<file path="src/rtl/srsw_pkg.sv">
// shared types and codes for the selective repeat sender window
package srsw_pkg;

    localparam int SEQ_W = 32;
    localparam int LEN_W = 10;
    localparam int WL_W  = 3;

    localparam logic [WL_W-1:0] WL_RESET = 3'd4;

    typedef enum logic [1:0] {
        OP_SEND    = 2'd0,
        OP_ACK     = 2'd1,
        OP_NAK     = 2'd2,
        OP_TIMEOUT = 2'd3
    } op_t;

    typedef struct packed {
        logic [SEQ_W-1:0] seq;
        logic [LEN_W-1:0] length;
    } entry_t;

    typedef struct packed {
        logic             status;
        logic [SEQ_W-1:0] seq;
        logic [LEN_W-1:0] length;
        logic             last;
    } result_t;

endpackage

</file>
<file path="src/rtl/srsw_mem.sv">
// frame queue memory: one write port, one read port with registered read data
module srsw_mem #(
    parameter int DEPTH  = 16,
    parameter int ADDR_W = 4
) (
    input  logic                aclk,
    input  logic                wr_en,
    input  logic [ADDR_W-1:0]   wr_addr,
    input  srsw_pkg::entry_t    wr_data,
    input  logic                rd_en,
    input  logic [ADDR_W-1:0]   rd_addr,
    output srsw_pkg::entry_t    rd_data
);

    srsw_pkg::entry_t mem [DEPTH];
    srsw_pkg::entry_t rd_data_reg;

    always_ff @(posedge aclk) begin
        if (wr_en) begin
            mem[wr_addr] <= wr_data;
        end
    end

    always_ff @(posedge aclk) begin
        if (rd_en) begin
            rd_data_reg <= mem[rd_addr];
        end
    end

    assign rd_data = rd_data_reg;

endmodule

</file>
<file path="src/rtl/srsw_out.sv">
// output holding register for transmit requests
module srsw_out #(
    parameter int SLOT_W = 4
) (
    input  logic                         aclk,
    input  logic                         aresetn,
    input  logic                         push,
    input  srsw_pkg::result_t            push_data,
    input  logic [SLOT_W-1:0]            push_slot,
    output logic                         free,
    output logic                         m_valid,
    input  logic                         m_ready,
    output logic                         m_status,
    output logic [SLOT_W-1:0]            m_tx_slot,
    output logic [srsw_pkg::SEQ_W-1:0]   m_tx_seq,
    output logic [srsw_pkg::LEN_W-1:0]   m_tx_length,
    output logic                         m_last
);

    logic              valid_reg;
    srsw_pkg::result_t data_reg;
    logic [SLOT_W-1:0] slot_reg;

    assign free = !valid_reg || m_ready;

    always_ff @(posedge aclk) begin
        if (!aresetn) begin
            valid_reg <= 1'b0;
        end else if (push) begin
            valid_reg <= 1'b1;
        end else if (m_ready) begin
            valid_reg <= 1'b0;
        end
    end

    always_ff @(posedge aclk) begin
        if (push) begin
            data_reg <= push_data;
            slot_reg <= push_slot;
        end
    end

    assign m_valid     = valid_reg;
    assign m_status    = data_reg.status;
    assign m_tx_slot   = slot_reg;
    assign m_tx_seq    = data_reg.seq;
    assign m_tx_length = data_reg.length;
    assign m_last      = data_reg.last;

endmodule

</file>
<file path="src/rtl/srsw_ctrl.sv">
// request sequencer: queue pointers, window search, ack release and refill
module srsw_ctrl #(
    parameter int WINDOW      = 4,
    parameter int QUEUE_DEPTH = 16,
    parameter int SLOT_W      = 4,
    parameter int CNT_W       = 5,
    parameter int IF_W        = 3
) (
    input  logic                         aclk,
    input  logic                         aresetn,
    input  logic                         s_valid,
    output logic                         s_ready,
    input  logic [1:0]                   s_operation,
    input  logic [srsw_pkg::SEQ_W-1:0]   s_seq_number,
    input  logic [srsw_pkg::LEN_W-1:0]   s_frame_length,
    input  logic                         cfg_wr_en,
    input  logic [srsw_pkg::WL_W-1:0]    cfg_wr_data,
    output logic                         mem_wr_en,
    output logic [SLOT_W-1:0]            mem_wr_addr,
    output srsw_pkg::entry_t             mem_wr_data,
    output logic                         mem_rd_en,
    output logic [SLOT_W-1:0]            mem_rd_addr,
    input  srsw_pkg::entry_t             mem_rd_data,
    input  logic                         out_free,
    output logic                         out_push,
    output srsw_pkg::result_t            out_data,
    output logic [SLOT_W-1:0]            out_slot
);

    typedef enum logic [6:0] {
        ST_IDLE      = 7'b0000001,
        ST_SEND      = 7'b0000010,
        ST_SEARCH    = 7'b0000100,
        ST_RETX      = 7'b0001000,
        ST_ACK_UPD   = 7'b0010000,
        ST_FILL_RD   = 7'b0100000,
        ST_FILL_EMIT = 7'b1000000
    } state_t;

    state_t                       state_reg, state_next;
    srsw_pkg::op_t                op_reg, op_next;
    logic [srsw_pkg::SEQ_W-1:0]   seq_reg, seq_next;
    logic [srsw_pkg::LEN_W-1:0]   len_reg, len_next;
    logic [SLOT_W-1:0]            head_reg, head_next;
    logic [CNT_W-1:0]             count_reg, count_next;
    logic [IF_W-1:0]              in_flight_reg, in_flight_next;
    logic [srsw_pkg::WL_W-1:0]    wl_reg;
    logic [IF_W-1:0]              pos_reg, pos_next;
    logic                         chk_valid_reg, chk_valid_next;
    logic [IF_W-1:0]              chk_pos_reg, chk_pos_next;
    logic [IF_W-1:0]              found_pos_reg, found_pos_next;
    logic [SLOT_W-1:0]            fill_slot_reg, fill_slot_next;

    logic [IF_W-1:0]              eff_w;
    logic [IF_W-1:0]              lim;
    logic                         can_send;
    logic                         fill_more;
    logic                         fill_last;
    logic                         queue_full;
    logic                         is_ack;
    logic [IF_W-1:0]              rel_if;
    logic [CNT_W-1:0]             rel_cnt;

    function automatic logic [SLOT_W-1:0] slot_at(input logic [SLOT_W-1:0] base,
                                                  input logic [CNT_W-1:0]  off);
        logic [CNT_W:0] sum;
        sum = (CNT_W+1)'(base) + (CNT_W+1)'(off);
        if (sum >= (CNT_W+1)'(QUEUE_DEPTH)) begin
            sum = sum - (CNT_W+1)'(QUEUE_DEPTH);
        end
        return sum[SLOT_W-1:0];
    endfunction

    // effective window and search bound
    always_comb begin
        if (wl_reg == '0) begin
            eff_w = IF_W'(1);
        end else if (32'(wl_reg) > WINDOW) begin
            eff_w = IF_W'(WINDOW);
        end else begin
            eff_w = IF_W'(wl_reg);
        end
        if (32'(count_reg) < 32'(eff_w)) begin
            lim = IF_W'(count_reg);
        end else begin
            lim = eff_w;
        end
    end

    assign can_send   = 32'(in_flight_reg) < 32'(eff_w);
    assign fill_more  = can_send && (32'(in_flight_reg) < 32'(count_reg));
    assign fill_last  = !((32'(in_flight_reg) + 32'd1 < 32'(eff_w)) &&
                          (32'(in_flight_reg) + 32'd1 < 32'(count_reg)));
    assign queue_full = count_reg == CNT_W'(QUEUE_DEPTH);
    assign is_ack     = op_reg == srsw_pkg::OP_ACK;
    assign rel_if     = found_pos_reg + IF_W'(1);
    assign rel_cnt    = CNT_W'(found_pos_reg) + CNT_W'(1);
    assign s_ready    = state_reg == ST_IDLE;

    always_comb begin
        state_next     = state_reg;
        op_next        = op_reg;
        seq_next       = seq_reg;
        len_next       = len_reg;
        head_next      = head_reg;
        count_next     = count_reg;
        in_flight_next = in_flight_reg;
        pos_next       = pos_reg;
        chk_valid_next = 1'b0;
        chk_pos_next   = chk_pos_reg;
        found_pos_next = found_pos_reg;
        fill_slot_next = fill_slot_reg;
        mem_wr_en      = 1'b0;
        mem_wr_addr    = slot_at(head_reg, count_reg);
        mem_wr_data    = '{seq: seq_reg, length: len_reg};
        mem_rd_en      = 1'b0;
        mem_rd_addr    = slot_at(head_reg, CNT_W'(pos_reg));
        out_push       = 1'b0;
        out_data       = '{status: 1'b0, seq: mem_rd_data.seq,
                           length: mem_rd_data.length, last: 1'b1};
        out_slot       = fill_slot_reg;

        unique case (state_reg)
            ST_IDLE: begin
                if (s_valid) begin
                    op_next  = srsw_pkg::op_t'(s_operation);
                    seq_next = s_seq_number;
                    len_next = s_frame_length;
                    pos_next = '0;
                    case (srsw_pkg::op_t'(s_operation)) inside
                        srsw_pkg::OP_SEND: state_next = ST_SEND;
                        srsw_pkg::OP_ACK, srsw_pkg::OP_NAK, srsw_pkg::OP_TIMEOUT:
                            state_next = ST_SEARCH;
                        default: state_next = ST_IDLE;
                    endcase
                end
            end
            ST_SEND: begin
                if (!(queue_full || can_send) || out_free) begin
                    state_next = ST_IDLE;
                    if (queue_full) begin
                        // dropped send
                        out_push = 1'b1;
                        out_data = '{status: 1'b1, seq: '0, length: '0, last: 1'b1};
                        out_slot = '0;
                    end else begin
                        mem_wr_en  = 1'b1;
                        count_next = count_reg + CNT_W'(1);
                        if (can_send) begin
                            out_push       = 1'b1;
                            out_data       = '{status: 1'b0, seq: seq_reg,
                                               length: len_reg, last: 1'b1};
                            out_slot       = slot_at(head_reg, count_reg);
                            in_flight_next = in_flight_reg + IF_W'(1);
                        end
                    end
                end
            end
            ST_SEARCH: begin
                // one read issued per cycle, compare in the next cycle
                if (chk_valid_reg && (mem_rd_data.seq == seq_reg)) begin
                    found_pos_next = chk_pos_reg;
                    state_next     = is_ack ? ST_ACK_UPD : ST_RETX;
                end else if (pos_reg < lim) begin
                    mem_rd_en      = 1'b1;
                    chk_valid_next = 1'b1;
                    chk_pos_next   = pos_reg;
                    pos_next       = pos_reg + IF_W'(1);
                end else if (!chk_valid_reg) begin
                    state_next = is_ack ? ST_FILL_RD : ST_IDLE;
                end
            end
            ST_RETX: begin
                if (out_free) begin
                    out_push   = 1'b1;
                    out_slot   = slot_at(head_reg, CNT_W'(found_pos_reg));
                    state_next = ST_IDLE;
                end
            end
            ST_ACK_UPD: begin
                head_next  = slot_at(head_reg, rel_cnt);
                count_next = count_reg - rel_cnt;
                if (in_flight_reg > rel_if) begin
                    in_flight_next = in_flight_reg - rel_if;
                end else begin
                    in_flight_next = '0;
                end
                state_next = ST_FILL_RD;
            end
            ST_FILL_RD: begin
                if (fill_more) begin
                    mem_rd_en      = 1'b1;
                    mem_rd_addr    = slot_at(head_reg, CNT_W'(in_flight_reg));
                    fill_slot_next = slot_at(head_reg, CNT_W'(in_flight_reg));
                    state_next     = ST_FILL_EMIT;
                end else begin
                    state_next = ST_IDLE;
                end
            end
            ST_FILL_EMIT: begin
                if (out_free) begin
                    out_push       = 1'b1;
                    out_data.last  = fill_last;
                    in_flight_next = in_flight_reg + IF_W'(1);
                    state_next     = ST_FILL_RD;
                end
            end
            default: begin
                state_next = ST_IDLE;
            end
        endcase
    end

    always_ff @(posedge aclk) begin
        if (!aresetn) begin
            state_reg     <= ST_IDLE;
            head_reg      <= '0;
            count_reg     <= '0;
            in_flight_reg <= '0;
            wl_reg        <= srsw_pkg::WL_RESET;
            chk_valid_reg <= 1'b0;
        end else begin
            state_reg     <= state_next;
            head_reg      <= head_next;
            count_reg     <= count_next;
            in_flight_reg <= in_flight_next;
            chk_valid_reg <= chk_valid_next;
            if (cfg_wr_en) begin
                wl_reg <= cfg_wr_data;
            end
        end
    end

    always_ff @(posedge aclk) begin
        op_reg        <= op_next;
        seq_reg       <= seq_next;
        len_reg       <= len_next;
        pos_reg       <= pos_next;
        chk_pos_reg   <= chk_pos_next;
        found_pos_reg <= found_pos_next;
        fill_slot_reg <= fill_slot_next;
    end

    a_count_bound: assert property (@(posedge aclk) disable iff (!aresetn)
        32'(count_reg) <= QUEUE_DEPTH)
        else $error("queue count beyond depth");

    a_inflight_le_count: assert property (@(posedge aclk) disable iff (!aresetn)
        32'(in_flight_reg) <= 32'(count_reg))
        else $error("more frames in flight than queued");

    a_write_only_on_send: assert property (@(posedge aclk) disable iff (!aresetn)
        mem_wr_en |-> (state_reg == ST_SEND) && !mem_rd_en)
        else $error("queue write outside a send");

    a_push_when_free: assert property (@(posedge aclk) disable iff (!aresetn)
        out_push |-> out_free)
        else $error("transmit request pushed into a busy output register");

    a_accept_leaves_idle: assert property (@(posedge aclk) disable iff (!aresetn)
        s_valid && s_ready |=> state_reg != ST_IDLE)
        else $error("accepted request not taken up");

endmodule

</file>
<file path="src/rtl/selective_repeat_sender_window.sv">
// selective repeat sender window: top level
// Each request is handled one at a time. An ack, nak or timeout searches the window
// through the queue memory's single read port, one entry per cycle, to find a match
// or give up; an ack then releases the entries up to a match and refills the window,
// reading each frame it moves in from the queue and pushing it to the result register
// before it returns to idle. Sends, retransmits and refills wait while the result
// register is held by m_ready. The default window is four. The queue memory needs
// no clearing after reset.
module selective_repeat_sender_window #(
    parameter int WINDOW      = 4,
    parameter int QUEUE_DEPTH = 16
) (
    input  logic                              aclk,
    input  logic                              aresetn,
    input  logic                              s_valid,
    output logic                              s_ready,
    input  logic [1:0]                        s_operation,
    input  logic [srsw_pkg::SEQ_W-1:0]        s_seq_number,
    input  logic [srsw_pkg::LEN_W-1:0]        s_frame_length,
    input  logic                              cfg_wr_en,
    input  logic [srsw_pkg::WL_W-1:0]         cfg_wr_data,
    output logic                              m_valid,
    input  logic                              m_ready,
    output logic                              m_status,
    output logic [$clog2(QUEUE_DEPTH)-1:0]    m_tx_slot,
    output logic [srsw_pkg::SEQ_W-1:0]        m_tx_seq,
    output logic [srsw_pkg::LEN_W-1:0]        m_tx_length,
    output logic                              m_last
);

    localparam int SLOT_W = $clog2(QUEUE_DEPTH);
    localparam int CNT_W  = $clog2(QUEUE_DEPTH + 1);
    localparam int IF_W   = $clog2(WINDOW + 1);

    logic              mem_wr_en;
    logic [SLOT_W-1:0] mem_wr_addr;
    srsw_pkg::entry_t  mem_wr_data;
    logic              mem_rd_en;
    logic [SLOT_W-1:0] mem_rd_addr;
    srsw_pkg::entry_t  mem_rd_data;
    logic              out_free;
    logic              out_push;
    srsw_pkg::result_t out_data;
    logic [SLOT_W-1:0] out_slot;

    srsw_mem #(
        .DEPTH  (QUEUE_DEPTH),
        .ADDR_W (SLOT_W)
    ) u_mem (
        .aclk    (aclk),
        .wr_en   (mem_wr_en),
        .wr_addr (mem_wr_addr),
        .wr_data (mem_wr_data),
        .rd_en   (mem_rd_en),
        .rd_addr (mem_rd_addr),
        .rd_data (mem_rd_data)
    );

    srsw_out #(
        .SLOT_W (SLOT_W)
    ) u_out (
        .aclk        (aclk),
        .aresetn     (aresetn),
        .push        (out_push),
        .push_data   (out_data),
        .push_slot   (out_slot),
        .free        (out_free),
        .m_valid     (m_valid),
        .m_ready     (m_ready),
        .m_status    (m_status),
        .m_tx_slot   (m_tx_slot),
        .m_tx_seq    (m_tx_seq),
        .m_tx_length (m_tx_length),
        .m_last      (m_last)
    );

    srsw_ctrl #(
        .WINDOW      (WINDOW),
        .QUEUE_DEPTH (QUEUE_DEPTH),
        .SLOT_W      (SLOT_W),
        .CNT_W       (CNT_W),
        .IF_W        (IF_W)
    ) u_ctrl (
        .aclk           (aclk),
        .aresetn        (aresetn),
        .s_valid        (s_valid),
        .s_ready        (s_ready),
        .s_operation    (s_operation),
        .s_seq_number   (s_seq_number),
        .s_frame_length (s_frame_length),
        .cfg_wr_en      (cfg_wr_en),
        .cfg_wr_data    (cfg_wr_data),
        .mem_wr_en      (mem_wr_en),
        .mem_wr_addr    (mem_wr_addr),
        .mem_wr_data    (mem_wr_data),
        .mem_rd_en      (mem_rd_en),
        .mem_rd_addr    (mem_rd_addr),
        .mem_rd_data    (mem_rd_data),
        .out_free       (out_free),
        .out_push       (out_push),
        .out_data       (out_data),
        .out_slot       (out_slot)
    );

endmodule
</file>
<file path="config.mk">
export PLATFORM = sky130hd
export DESIGN_NAME = selective_repeat_sender_window
export DESIGN_NICKNAME = d
export VERILOG_FILES = /design/src/rtl/srsw_pkg.sv /design/src/rtl/srsw_mem.sv /design/src/rtl/srsw_out.sv /design/src/rtl/srsw_ctrl.sv /design/src/rtl/selective_repeat_sender_window.sv
export SDC_FILE = /design/constraint.sdc
export NUM_CORES = 1
export LEC_CHECK = 0
export BUFFER_PORTS_ARGS = -buffer_cell sky130_fd_sc_hd__buf_2
export CORE_UTILIZATION = 66
export DETAILED_ROUTE_END_ITERATION = 6
export HOLD_SLACK_MARGIN = 0.02
export MAX_ROUTING_LAYER = met4
export PLACE_DENSITY = 0.91
export SLEW_MARGIN = 25
export SYNTH_ARGS = -nofsm -noshare
export SYNTH_HDL_FRONTEND = slang
export SYNTH_SLANG_ARGS = --single-unit
</file>
<file path="constraint.sdc">
create_clock -name aclk -period 14.25 [get_ports aclk]
set_input_delay 2.1375 -clock aclk [delete_from_list [all_inputs] [get_ports aclk]]
set_output_delay 2.1375 -clock aclk [all_outputs]
set_load 0.02 [all_outputs]
</file>
; Word-level counts from Yosys, hierarchy flattened
; Memories as Yosys holds them, arrays and structs flattened. A register that Yosys moved wholly into a read port is not among the register bits.
; Index checks and enable logic that the tools add are counted.
[op_classes]
n_lt_le_gt_ge = 13
mux = 63
n_reduce_logical = 27
addsub = 18
n_bitwise = 1
n_eq_ne = 23
[op_table]
columns = op, count
row1 = 2-to-1 mux 43 bit, 2
row2 = 2-to-1 mux 7 bit, 9
row3 = one-hot mux 7 bit (7 select lines), 1
row4 = 2-to-1 mux 4 bit, 11
row5 = 2-to-1 mux 44 bit, 1
row6 = 2-to-1 mux 42 bit, 1
row7 = 2-to-1 mux 3 bit, 12
row8 = == test 32 bit, 1
row9 = less-than comparator 32 x 3 -> 1 bit, 1
row10 = less-than comparator 32 x 5 -> 1 bit, 1
row11 = subtractor 4 x 1 -> 4 bit (second input constant), 5
row12 = adder 4 x 3 -> 5 bit, 3
row13 = >= comparator 5 bit (second input constant), 3
row14 = 2-to-1 mux 1 bit, 15
row15 = 2-to-1 mux 5 bit, 3
row16 = >= comparator 6 x 5 -> 1 bit (second input constant), 2
row17 = != test 2 x 1 -> 1 bit (second input constant), 5
row18 = one-hot mux 5 bit (2 select lines), 1
row19 = AND reduction 2 bit, 5
row20 = adder 3 x 1 -> 3 bit (second input constant), 3
row21 = one-hot mux 3 bit (3 select lines), 1
row22 = adder 3 x 1 -> 4 bit (second input constant), 2
row23 = one-hot mux 4 bit (2 select lines), 1
row24 = == test 7 x 1 -> 1 bit (second input constant), 1
row25 = other kinds (39), 55
[word_totals]
regBits = 129
inputBits = 52
mem_bits_rw = 672
word_cells = 165
output_inout_bits = 50
n_memories = 1
[mem_list]
columns = memory, words, width, read_ports, rd_clocked_by_memory_dff, write_ports, line_no
row1 = u_mem.mem, 16, 42, 1, 1, 1, srsw_mem.sv:15  ; srsw_pkg::entry_t mem [DEPTH];

; Depth between registers and ports, before layout
[depth]
depth_word = 11
ltp_mapped = 14
ltp_nobuf = 13

; Modules after synthesis
; A second synthesis with hierarchy kept.
[hier_totals]
hier_cells = 1607
hier_area_um2 = 32994.1
[by_module_without_submodules]
columns = module, area_each_um2, instances, cells_each
row1 = srsw_mem, 26475.4, 1, 1092
row2 = srsw_ctrl, 5028.6, 1, 463
row3 = srsw_out, 1490.2, 1, 52

; Least setup slack after synthesis
; No wires, ideal clock.
[synth_path]
kind = input port to flip-flop
from = input port m_ready
to = memory u_mem.mem[8][0] in the netlist's numbering, enable pin
slack_ns = 7.696
path_stages = 5
path_buffers = 1
setup_ns = 0.493
t_arrival_ns = 6.061
required_ns = 13.757
path_cell_list = nor2b_1 -> clkbuf_1 -> a2111oi_0 -> nand3_1 -> nor3_1
[synth_between]
elab_chain_len = 6
[synth_lines]
columns = item, line_no
row1 = from (decl), selective_repeat_sender_window.sv:23  ; input logic m_ready,
row2 = logical OR 1 bit, srsw_out.sv:24  ; assign free = !valid_reg || m_ready;
row3 = logical OR 1 bit, srsw_ctrl.sv:139  ; if (!(queue_full || can_send) || out_free) begin
row4 = 2-to-1 mux 1 bit, srsw_ctrl.sv:139
row5 = 2-to-1 mux 1 bit, srsw_ctrl.sv:123  ; unique case (state_reg)
row6 = 2-to-1 mux 1 bit, srsw_mem.sv:19  ; if (wr_en) begin
row7 = 2-to-1 mux 1 bit (not written as such), srsw_mem.sv:20  ; mem[wr_addr] <= wr_data;
row8 = to (decl), srsw_mem.sv:15
; Every way passes these cells.

; Worst setup path in the final report
[layout_path]
from = register u_ctrl.wl_reg[2] in the netlist's numbering
to = register, netlist name u_mem.rd_data[10]
[layout_between]
elab_chain_len = 9
elab_cells_between_ends = 15
cone_classes = order compare: 4 / mux: 9 / reduce/logical: 2
[layout_lines]
columns = item, line_no
row1 = from (decl), srsw_ctrl.sv:47  ; logic [srsw_pkg::WL_W-1:0] wl_reg;
row2 = from (signal assigned), srsw_ctrl.sv:220  ; wl_reg <= srsw_pkg::WL_RESET;
row3 = from (signal assigned), srsw_ctrl.sv:229  ; wl_reg <= cfg_wr_data;
row4 = greater-than comparator 3 bit, srsw_ctrl.sv:78  ; end else if (32'(wl_reg) > WINDOW) begin
row5 = 2-to-1 mux 3 bit, srsw_ctrl.sv:78
row6 = 2-to-1 mux 3 bit *, srsw_ctrl.sv:76  ; if (wl_reg == '0) begin
row7 = less-than comparator 5 x 3 -> 1 bit, srsw_ctrl.sv:83  ; if (32'(count_reg) < 32'(eff_w)) begin
row8 = 2-to-1 mux 3 bit, srsw_ctrl.sv:83
row9 = less-than comparator 3 bit, srsw_ctrl.sv:164  ; end else if (pos_reg < lim) begin
row10 = 2-to-1 mux 1 bit, srsw_ctrl.sv:164
row11 = 2-to-1 mux 1 bit, srsw_ctrl.sv:161  ; if (chk_valid_reg && (mem_rd_data.seq == seq_reg)) begin
row12 = one-hot mux 1 bit (2 select lines), srsw_ctrl.sv:123
; Every way passes the cells marked *; elsewhere a longest branch is shown, timed or not.
; A chain may end at the register's enable or synchronous reset.

==> results_dict.tcl <==
set metrics [dict create \
    cts_tree "done" \
    ir_worst_vdd_mv 0.106 \
    fmax_mhz 180 \
    yosysSeqAreaShare_pct 75.4 \
    synthToLayoutAreaGrowth_pct 12.1 \
    post_cts_buffers 0 \
    placementRows 81 \
    worstPathArrival_ps 6060 \
    hold_viol 0 \
    syn_area_mm2 0.0332 \
    clk_pin_slew_ps 70 \
    cts_buffers 81 \
    crit_buf_inv 3 \
    required_ps 14770 \
    drv_slew 0 \
    synthFlopType "edfxtp_1" \
    drive_above_1_share_pct 14.1 \
    num-fill-cells 2427 \
    status "finished clean" \
    nets 2137 \
    crit_family "buffers and inverters" \
    die_w_um 226 \
    track_usage_pct 34.4 \
    vias 19900 \
    cpMostUsedCell "buf_4" \
    io_buffers 101 \
    cap_violations 0 \
    avgSynthCellArea_um2 17.4 \
    seqCellArea_mm2 0.0251 \
    synth-seq-cells 843 \
    fin_setup_tns_ps 0 \
    vias_per_cell 7.18 \
    dieArea_mm2 0.0513 \
    antennaDiodeCount 0 \
    setup_ws_ps 8710 \
    synth_edf_count 819 \
    yosys.area.top_type "edfxtp_1" \
    rrSetupSlack_ps 8710 \
    synthArstFlopShare_pct 0 \
    overflow 0 \
    dp_hpwl_mm 43.2 \
    crit_path_start_kind "flip-flop" \
    slowest_delay_ps 950 \
    period_minus_slack_ps 5540 \
    ys_types 62 \
    timing.final.crit_share_pct 38.9 \
    rsz0062_at_grt "false" \
    final_common_cell "edfxtp_1" \
    instances_no_fill 2767 \
    critPathSlowestCell "buf_4" \
    ant_nets 0 \
    grt_pass1_vias 19600 \
    final_util_pct 75.5 \
    setup_violations 0 \
    first_pass_iters 6 \
    cts_root_buf "clkbuf_16" \
    cts_hold_buf 0 \
    synth_area_leaders "edfxtp_1 (74%), mux2i_1 (10%), o22ai_1 (3.1%), dfxtp_1 (1.4%), ha_1 (1.4%)" \
    route.detailed.drc 0 \
    crit_fanout 57 \
    clock_skew_ps 35.5 \
    netlist.area_leader.share_pct 74.0 \
    cp-end-kind "flip-flop" \
    power_density_mw_per_mm2 147 \
    ys_warn_count 0 \
    path_class "reg -> reg" \
    cts_resized 0 \
    place_ws_ps 9000 \
    htreeDepth 3 \
    cts_num_sinks 843 \
    multi_input_area_mm2 0.00790 \
    syn_nets 2003 \
    clock_latency_ps 650 \
    p_leak_nw 12.6 \
    drtIter0Drc 3082 \
    slew_headroom_pct 18.1 \
    grt_pass1_wl_mm 122 \
    die_h_um 226 \
    layout_common_cells "edfxtp_1 (819), mux2i_1 (337), o22ai_1 (166)" \
    place_inst 2620 \
    hold_path.class "reg -> reg" \
    largest_reg_flops 672 \
    start_util_pct 67.4 \
    post_drt_wl_per_cell_um 30.8 \
    wirelength_mm 85.2 \
    routabilityCongestion 0.946 \
    antenna_found_initial 0 \
    netlist_instances 1906 \
    core_mm2 0.0494 \
    cp_cell_sequence "inv_1 -> ha_1 -> or3_1 -> o32ai_4 -> o221ai_1 -> nor2_4 -> buf_4 -> buf_4 -> nand2_4 -> o22ai_1 -> or4_1" \
    worst_pin_slew_ps 1230 \
    cts.path.max_buffers 3 \
    grt_max_degree 139 \
    io_pins 102 \
]
==> layout make-up <==
type | instances | area share [%]
clock buffer | 96 | 5.64
clock inverter | 50 | 1.23
inverter | 33 | 0.332
multi-input combinational | 946 | 21.2
sequential | 843 | 67.3
tap | 664 | 2.23
timing repair buffer | 135 | 2.13
==> power breakdown <==
group / internal, mW / switching [mW] / total (mW)
logic: 0.184 / 0.299 / 0.483
clock network: 1.17 / 0.936 / 2.11
registers: 2.81 / 0.0817 / 2.89
==> logic make-up after synthesis <==
| family | count (synthesis) | share of synthesized area [%] |
|---|---|---|
| AO/OA/AOI/OAI | 308 | 6.38 |
| XOR/XNOR | 49 | 1.29 |
| adder cells (fa/ha/maj) | 45 | 1.85 |
| buffers and inverters | 117 | 1.44 |
| flip-flops | 843 | 75.4 |
| multiplexers | 341 | 10.3 |
| AND/OR/NAND/NOR | 203 | 3.34 |
==> Yosys cell counts, drive strengths merged, types with 3 or more instances <==
cell	number
a22o	41
a2111oi	4
nor3	15
nand2b	5
mux2i	337
fa	7
xnor2	38
o21a	4
a21boi	3
nand3	7
nand2	32
and3	6
a21oi	25
a211oi	11
o22ai	166
inv	33
nor2b	6
o211ai	5
nand4	8
o221ai	4
or2	6
or3	3
buf	36
xor2	11
or4	44
mux2	4
clkbuf	48
ha	38
nor3b	6
o21ai	22
dfxtp	24
nor2	54
nand4b	3
edfxtp	819
a21o	5
==> worst paths after layout <==
path / start / end / depth (start not counted)
hold / removal: u_ctrl.chk_pos_reg[2] / u_ctrl.found_pos_reg[2] / 0
setup reg to reg: u_ctrl.wl_reg[2] / u_mem.rd_data[10] / 11
setup / recovery: u_ctrl.wl_reg[2] / u_mem.rd_data[10] / 11
hold reg to reg: u_ctrl.chk_pos_reg[2] / u_ctrl.found_pos_reg[2] / 0
==> per-layer routing <==
layer,global-route usage [%],routed length [um],vias to the layer above
li1,-,-,7921
met1,43.3,29000,9665
met2,53.6,40800,1915
met3,6.71,11100,366
met4,17.8,4270,0
met5,-,0,-
==> worst register-to-register path, delay by kind of cell (launching register included) <==
| family | cells | cell delay [ps] |
|---|---|---|
| AOI/OAI and AO/OA | 3 | 1190 |
| and+or+nand+nor | 4 | 1580 |
| DFF | 1 | 490 |
| buffers and inverters | 3 | 1910 |
| adders and majority gates | 1 | 270 |
==> per-stage QoR <==
| stage | power [mW] | area (um^2) | hold WS, ps |
|---|---|---|---|
| 3_3_place_gp | 3.36 | 34700 | 408 |
| 2_1_floorplan | 3.24 | 33200 | 400 |
| 5_1_grt | 5.59 | 37300 | 427 |
| 4_1_cts | 5.46 | 37300 | 425 |
| 6_report | 5.49 | 37300 | 425 |
| 3_5_place_dp | 3.39 | 34700 | 411 |
Power figures use the tool's default switching activity.
